## config.mk

```make
export PLATFORM = sky130hd
export DESIGN_NAME = number_to_voice_fragments_top
export DESIGN_NICKNAME = d
export VERILOG_FILES = /design/src/nvf_pkg.sv /design/src/number_to_voice_fragments_top.sv
export SDC_FILE = /design/constraint.sdc
export NUM_CORES = 1
export LEC_CHECK = 0
export BUFFER_PORTS_ARGS = -buffer_cell sky130_fd_sc_hd__buf_2
export CAP_MARGIN = 20
export CORE_UTILIZATION = 50
export CTS_CLUSTER_DIAMETER = 30
export DETAILED_ROUTE_END_ITERATION = 16
export HOLD_SLACK_MARGIN = 0.06
export PLACE_DENSITY = 0.67
export SETUP_SLACK_MARGIN = 0.05
export SYNTH_ARGS = -nofsm -noshare
export SYNTH_HDL_FRONTEND = slang
export SYNTH_SLANG_ARGS = --single-unit
```

## constraint.sdc

```tcl
create_clock -name clk -period 3.77 [get_ports clk]
set_input_delay 0.5655 -clock clk [delete_from_list [all_inputs] [get_ports clk]]
set_output_delay 0.5655 -clock clk [all_outputs]
set_load 0.02 [all_outputs]
```

## src/nvf_pkg.sv

```systemverilog
// ----------------------------------------------------------------------------
// nvf_pkg: shared types and codes for the number-to-voice fragment block
// Item and fragment payload structs, action codes and fragment codes.
// ----------------------------------------------------------------------------
`default_nettype none

package nvf_pkg;

  localparam int unsigned VALUE_W = 24;
  localparam int unsigned FRAG_W  = 5;
  localparam int unsigned NUM_BCD = 7;

  localparam logic [1:0] ACT_AMOUNT  = 2'd0;
  localparam logic [1:0] ACT_INTEGER = 2'd1;
  localparam logic [1:0] ACT_PORT    = 2'd2;
  localparam logic [1:0] ACT_UNUSED  = 2'd3;

  localparam logic [FRAG_W-1:0] FR_ZERO = 5'd0;
  localparam logic [FRAG_W-1:0] FR_TEN  = 5'd10;
  localparam logic [FRAG_W-1:0] FR_DOT  = 5'd14;
  localparam logic [FRAG_W-1:0] FR_YUAN = 5'd15;
  localparam logic [FRAG_W-1:0] FR_NO   = 5'd16;
  localparam logic [FRAG_W-1:0] FR_PORT = 5'd17;

  localparam logic [VALUE_W-1:0] INT_MAX  = 24'd99999;
  localparam logic [VALUE_W-1:0] CENT_MAX = 24'd9999999;

  typedef struct packed {
    logic [1:0]         action;
    logic [VALUE_W-1:0] value;
  } item_t;

  typedef struct packed {
    logic [FRAG_W-1:0] fragment;
    logic              last;
  } frag_t;

endpackage

`default_nettype wire

```

## src/number_to_voice_fragments_top.sv

```systemverilog
// ----------------------------------------------------------------------------
// number_to_voice_fragments_top: number to spoken fragment sequencer
// Converts an amount, integer or port number to decimal with a bit-serial
// shift-and-add-3 converter, then walks the digits and emits fragment codes.
// ----------------------------------------------------------------------------
// An item passes the bit-serial binary to BCD conversion, a setup step and a digit
// step before its first fragment; for ten to nineteen the leading one is dropped.
// Items are taken one at a time: an item is held until its digit positions and tail
// fragments are out, and output stalls hold it longer; an unused action is accepted
// and dropped. Fragments leave at up to one per cycle while frag_ready allows.
// Reset (rst, synchronous) returns the sequencer to idle and drops any fragment.
`default_nettype none

module number_to_voice_fragments_top (
  input  wire logic          clk,
  input  wire logic          rst,
  input  wire logic          item_valid,
  output logic               item_ready,
  input  wire nvf_pkg::item_t item,
  output logic               frag_valid,
  input  wire logic          frag_ready,
  output nvf_pkg::frag_t     frag
);
  import nvf_pkg::*;

  localparam logic [2:0] S_IDLE = 3'd0;
  localparam logic [2:0] S_CONV = 3'd1;
  localparam logic [2:0] S_TOP  = 3'd2;
  localparam logic [2:0] S_INT  = 3'd3;
  localparam logic [2:0] S_TAIL = 3'd4;

  localparam logic [2:0] T_DOT  = 3'd0;
  localparam logic [2:0] T_C1   = 3'd1;
  localparam logic [2:0] T_C0   = 3'd2;
  localparam logic [2:0] T_YUAN = 3'd3;
  localparam logic [2:0] T_NO   = 3'd4;
  localparam logic [2:0] T_PORT = 3'd5;

  localparam logic PH_DIG  = 1'b0;
  localparam logic PH_UNIT = 1'b1;

  localparam int unsigned CNT_W = $clog2(VALUE_W);
  localparam logic [CNT_W-1:0] CNT_LAST = CNT_W'(VALUE_W - 1);

  logic [2:0]           state;
  logic [CNT_W-1:0]     cnt;
  logic [VALUE_W-1:0]   bin;
  logic [4*NUM_BCD-1:0] bcd;
  logic [1:0]           act;
  logic [2:0]           pos;
  logic                 ph;
  logic                 zp;
  logic [2:0]           tstep;

  logic [VALUE_W-1:0]   sat_value;
  logic [4*NUM_BCD-1:0] bcd_adj;
  logic [3:0]           ipd [5];
  logic [4:0]           lownz;
  logic [2:0]           top;
  logic [3:0]           d;
  logic [3:0]           c1;
  logic [3:0]           c0;
  logic                 is_int;
  logic                 adv;
  logic                 emit;
  frag_t                emit_frag;
  logic [2:0]           state_next;
  logic [2:0]           pos_next;
  logic                 ph_next;
  logic                 zp_next;
  logic [2:0]           tstep_next;

  assign item_ready = (state == S_IDLE) && !rst;
  assign adv        = !frag_valid || frag_ready;
  assign is_int     = (act == ACT_INTEGER);
  assign c1         = bcd[7:4];
  assign c0         = bcd[3:0];

  always_comb begin
    if (item.action == ACT_AMOUNT) begin
      sat_value = (item.value > CENT_MAX) ? CENT_MAX : item.value;
    end else begin
      sat_value = (item.value > INT_MAX) ? INT_MAX : item.value;
    end
  end

  // add 3 to each BCD digit of 5 or more before the shift
  always_comb begin
    for (int k = 0; k < NUM_BCD; k++) begin
      if (bcd[4*k +: 4] >= 4'd5) begin
        bcd_adj[4*k +: 4] = bcd[4*k +: 4] + 4'd3;
      end else begin
        bcd_adj[4*k +: 4] = bcd[4*k +: 4];
      end
    end
  end

  // integer digits: yuan digits for an amount, plain digits otherwise
  always_comb begin
    for (int k = 0; k < 5; k++) begin
      ipd[k] = (act == ACT_AMOUNT) ? bcd[4*(k+2) +: 4] : bcd[4*k +: 4];
    end
    lownz[0] = 1'b0;
    for (int k = 1; k < 5; k++) begin
      lownz[k] = lownz[k-1] || (ipd[k-1] != 4'd0);
    end
    top = 3'd0;
    for (int k = 1; k < 5; k++) begin
      if (ipd[k] != 4'd0) begin
        top = 3'(k);
      end
    end
  end

  assign d = ipd[pos];

  always_comb begin
    state_next = state;
    pos_next   = pos;
    ph_next    = ph;
    zp_next    = zp;
    tstep_next = tstep;
    emit       = 1'b0;
    emit_frag  = '{fragment: FR_ZERO, last: 1'b0};
    unique case (state)
      S_IDLE: begin
        if (item_valid) begin
          state_next = (item.action == ACT_AMOUNT || item.action == ACT_INTEGER ||
                        item.action == ACT_PORT) ? S_CONV : S_IDLE;
        end
      end
      S_CONV: begin
        if (cnt == CNT_LAST) begin
          state_next = S_TOP;
        end
      end
      S_TOP: begin
        pos_next   = top;
        ph_next    = PH_DIG;
        zp_next    = 1'b0;
        state_next = S_INT;
      end
      S_INT: begin
        if (adv) begin
          logic to_tail;
          to_tail = 1'b0;
          if (ph == PH_UNIT) begin
            emit      = 1'b1;
            emit_frag = '{fragment: FR_TEN + FRAG_W'(pos) - 5'd1,
                          last: is_int && !lownz[pos]};
            pos_next  = pos - 3'd1;
            ph_next   = PH_DIG;
          end else if (d == 4'd0) begin
            if (pos == 3'd0) begin
              if (top == 3'd0) begin
                // the whole integer part is zero: speak a single zero
                emit      = 1'b1;
                emit_frag = '{fragment: FR_ZERO, last: is_int};
              end
              to_tail = 1'b1;
            end else begin
              zp_next  = 1'b1;
              pos_next = pos - 3'd1;
            end
          end else if (zp) begin
            emit      = 1'b1;
            emit_frag = '{fragment: FR_ZERO, last: 1'b0};
            zp_next   = 1'b0;
          end else begin
            // drop the leading one of ten to nineteen
            if (!(top == 3'd1 && pos == 3'd1 && d == 4'd1)) begin
              emit      = 1'b1;
              emit_frag = '{fragment: FRAG_W'(d), last: is_int && pos == 3'd0};
            end
            if (pos == 3'd0) begin
              to_tail = 1'b1;
            end else begin
              ph_next = PH_UNIT;
            end
          end
          if (to_tail) begin
            unique case (act)
              ACT_AMOUNT: begin
                state_next = S_TAIL;
                tstep_next = (c1 != 4'd0 || c0 != 4'd0) ? T_DOT : T_YUAN;
              end
              ACT_PORT: begin
                state_next = S_TAIL;
                tstep_next = T_NO;
              end
              default: begin
                state_next = S_IDLE;
              end
            endcase
          end
        end
      end
      S_TAIL: begin
        if (adv) begin
          emit = 1'b1;
          unique case (tstep)
            T_DOT: begin
              emit_frag  = '{fragment: FR_DOT, last: 1'b0};
              tstep_next = T_C1;
            end
            T_C1: begin
              emit_frag  = '{fragment: FRAG_W'(c1), last: 1'b0};
              tstep_next = (c0 != 4'd0) ? T_C0 : T_YUAN;
            end
            T_C0: begin
              emit_frag  = '{fragment: FRAG_W'(c0), last: 1'b0};
              tstep_next = T_YUAN;
            end
            T_YUAN: begin
              emit_frag  = '{fragment: FR_YUAN, last: 1'b1};
              state_next = S_IDLE;
            end
            T_NO: begin
              emit_frag  = '{fragment: FR_NO, last: 1'b0};
              tstep_next = T_PORT;
            end
            default: begin
              emit_frag  = '{fragment: FR_PORT, last: 1'b1};
              state_next = S_IDLE;
            end
          endcase
        end
      end
      default: begin
        state_next = S_IDLE;
      end
    endcase
  end

  always_ff @(posedge clk) begin
    if (rst) begin
      state      <= S_IDLE;
      cnt        <= '0;
      pos        <= '0;
      ph         <= PH_DIG;
      zp         <= 1'b0;
      tstep      <= T_DOT;
      frag_valid <= 1'b0;
    end else begin
      state <= state_next;
      pos   <= pos_next;
      ph    <= ph_next;
      zp    <= zp_next;
      tstep <= tstep_next;
      if (state == S_CONV) begin
        cnt <= cnt + CNT_W'(1);
      end else begin
        cnt <= '0;
      end
      if (emit) begin
        frag_valid <= 1'b1;
      end else if (frag_ready) begin
        frag_valid <= 1'b0;
      end
    end
  end

  // payload registers
  always_ff @(posedge clk) begin
    if (state == S_IDLE && item_valid) begin
      act <= item.action;
      bin <= sat_value;
      bcd <= '0;
    end else if (state == S_CONV) begin
      // shift one binary bit into the BCD digits
      bcd <= {bcd_adj[4*NUM_BCD-2:0], bin[VALUE_W-1]};
      bin <= {bin[VALUE_W-2:0], 1'b0};
    end
    if (emit) begin
      frag <= emit_frag;
    end
  end

  a_conv_exit: assert property (@(posedge clk) disable iff (rst)
    state == S_CONV |=> state == S_CONV || state == S_TOP)
    else $error("conversion left to an unexpected state");

  a_pos_range: assert property (@(posedge clk) disable iff (rst)
    state == S_INT |-> pos <= 3'd4)
    else $error("digit position out of range");

  a_frag_code: assert property (@(posedge clk) disable iff (rst)
    frag_valid |-> frag.fragment <= FR_PORT)
    else $error("fragment code out of range");

  a_start: assert property (@(posedge clk) disable iff (rst)
    item_valid && item_ready && item.action != ACT_UNUSED |=> state == S_CONV)
    else $error("accepted item did not start conversion");

endmodule

`default_nettype wire
```

==> results.cfg <==
[sta]
finalSetupViolCount = 0
max_slew_margin_pct = 33.5
rsz0062_at_grt = no
period_share_pct = 78.1
tns_ns = 0
fin_crit_ns = 2.95
hold_viol = 0
fmax_mhz = 339
fin_skew_ns = 0.0140
worst_slew_pin_slew_ns = 0.996
finalMaxSlewViolations = 0

[setup_path]
required_ns = 4.07
critPathMaxFanout = 15
end_kind = flop
worstSetupPathType = reg -> reg
cp_data_arrival_time_ns = 3.24
startpoint_type = flop

[yosys]
synth_area_um2 = 4820
yosysUniqueCellTypes = 67
synthesis.nets = 626
synth.area.top_cells = edfxtp_1 (20%), dfxtp_1 (19%), a21oi_1 (6.2%)
async_flop_share_pct = 0
yosys_warnings = 0
synth_top_cell_area_share_pct = 20.0
synth_edf_count = 32
syn_inst = 575
ys_seq_area_share_pct = 38.7
ys.flop_type = dfxtp_1
syn_avg_cell_area_um2 = 8.38
synth_top_cell_by_area = edfxtp_1
ys_ff_latch = 77

[cells_and_area]
drive_gt1_share_pct = 11.8
nets = 650
antenna_cells = 0
area_growth_pct = 10.2
final_area_um2 = 5310
layout_commonest_cell = a21oi_1
final_cell_mix = a21oi_1 (60), nor2_1 (58), o21ai_0 (51)
nFillCells = 866
instances_no_fill = 733

[die]
core_um2 = 9280
die-area_um2 = 10000
fp-row-count = 35
die_w_um = 100
die_y_um = 100
pin_count = 38
start_util_pct = 51.9

[cts]
clkLatencyLatePin_ns = 0.36
clkSlewWorstSetupHoldPaths_ns = 0.09
cts_tree = yes
cts.repair.resized = 0
cts_max_path_buffers = 2
post_cts_buffers = 0
clock-sinks = 77
cts_root_buf = clkbuf_8
numCtsBuffers = 9
htreeDepth = 3
postCtsHoldBufs = 0

[route]
antenna_left = 0
drc = 0
wl_um = 12200
drt-vias-per-instance = 6.10
drtIter0Drc = 274
vias = 4471
dr.pass1.iters = 7
wl_per_cell_um = 16.6

[power_and_ir_drop]
total_power_w = 0.00206
p_leak_nw = 1.92
clockPowerShare_pct = 33.9
pwr-share-comb_pct = 17.5
switching_share_pct = 29.2
p_int_w = 0.00146
seqPwrFrac_pct = 48.6
cellPowerDensity_nw_per_um2 = 387
vdd_drop_max_mv = 0.178
switching_power_w = 0.000600

[place]
dpl_cell_area_um2 = 5090
placed_cells = 717
place_hpwl_um = 8600
place.gp.congestion = 0.933
numPortBuffers = 37

[hold_path]
min_path_type = in -> reg

[global_routing]
grt-ovfl-total = 0
antenna_found_initial = 0
grt_use_total_pct = 25.5
grt_pass1_vias = 4170
grt_pass1_wl_um = 20200
grt_max_degree = 44

[outcome]
status = complete, no violations

[flow_run]
maxCapViolCount = 0
power by group through the flow:
stage | logic (W) | clock network [W] | registers [W]
5_1_grt | 0.000399 | 0.000742 | 0.00101
2_1_floorplan | 0.000272 | 0 | 0.000994
3_3_place_gp | 0.000348 | 0 | 0.00101
3_5_place_dp | 0.000355 | 0 | 0.00102
4_1_cts | 0.000356 | 0.000707 | 0.000998
6_report | 0.000360 | 0.000696 | 0.000999
layer usage:
metal  up-vias  share of wire [%]  global-route usage [%]  wire length (µm)
met5         -                  0                       0                 0
met4         0                2.1                    10.3               257
met3        33                6.0                    4.60               728
met2       159                 46                    40.3              5560
met1      2110                 46                    34.6              5610
li1       2169                  -                       -                 -
sequential cells by signal (all words and copies together) (netlist names):
| name | count |
|---|---|
| ph | 1 |
| cnt | 5 |
| act | 2 |
| pos | 3 |
| state | 3 |
| bcd | 28 |
| zp | 1 |
| tstep | 3 |
| bin | 24 |
| frag | 6 |
| frag_valid | 1 |
worst max-delay path, cell delays in order (launching register included):
cell       delay (ns)
dfxtp_1          0.76
mux4_2           0.59
a2bb2oi_1        0.18
nand3_1          0.27
o311a_4          0.47
or4_1            0.47
a21oi_1          0.15
worst paths after layout:
check                               from  slack (ns)  endpoint  depth (start not counted)
worst min-delay path            item[24]        0.41    act[0]                          1
worst min register to register    cnt[0]        0.47    cnt[0]                          1
worst max-delay path              pos[0]        0.82  state[2]                          6
worst max register to register    pos[0]        0.82  state[2]                          6
through the flow:
stage               setup WS (ns)  utilization, %  hold WS [ns]
floorplan                    1.13               -         0.432
global placement            0.919            54.9         0.447
detailed placement          0.851            54.9         0.466
CTS                         0.834            57.2         0.399
global route                0.644            57.2         0.395
finish                      0.824            57.2         0.408
kinds of logic after synthesis:
| group | after synthesis | synth area share [%] |
|---|---|---|
| and+or+nand+nor | 208 | 21.4 |
| adders and majority gates | 22 | 5.66 |
| xor gates and xnor gates | 11 | 2.00 |
| buffers and inverters | 66 | 5.43 |
| muxes | 8 | 2.70 |
| DFF | 77 | 38.7 |
| AOI/OAI and AO/OA | 183 | 24.1 |
cell type report:
cell class	count	area [µm²]	area share, %
multi-input cells	432	2700	50.8
flip-flops and latches	77	1860	35.1
repair buffers	45	245	4.62
well taps	129	161	3.04
clock buffers	10	128	2.41
inverters	34	128	2.41
clock inverters	6	85.1	1.60
synth_stat cells (9+ instances only):
library cell	n
nand2b_1	15
dfxtp_1	45
inv_1	32
nor4_1	10
ha_1	21
nor3b_1	9
nor3_1	17
o211ai_1	9
nand2_1	44
clkbuf_1	25
a21oi_1	60
nand3_1	25
o21ai_0	51
edfxtp_1	32
nor2_1	58
No activity file was read; power rests on OpenSTA's default activity.
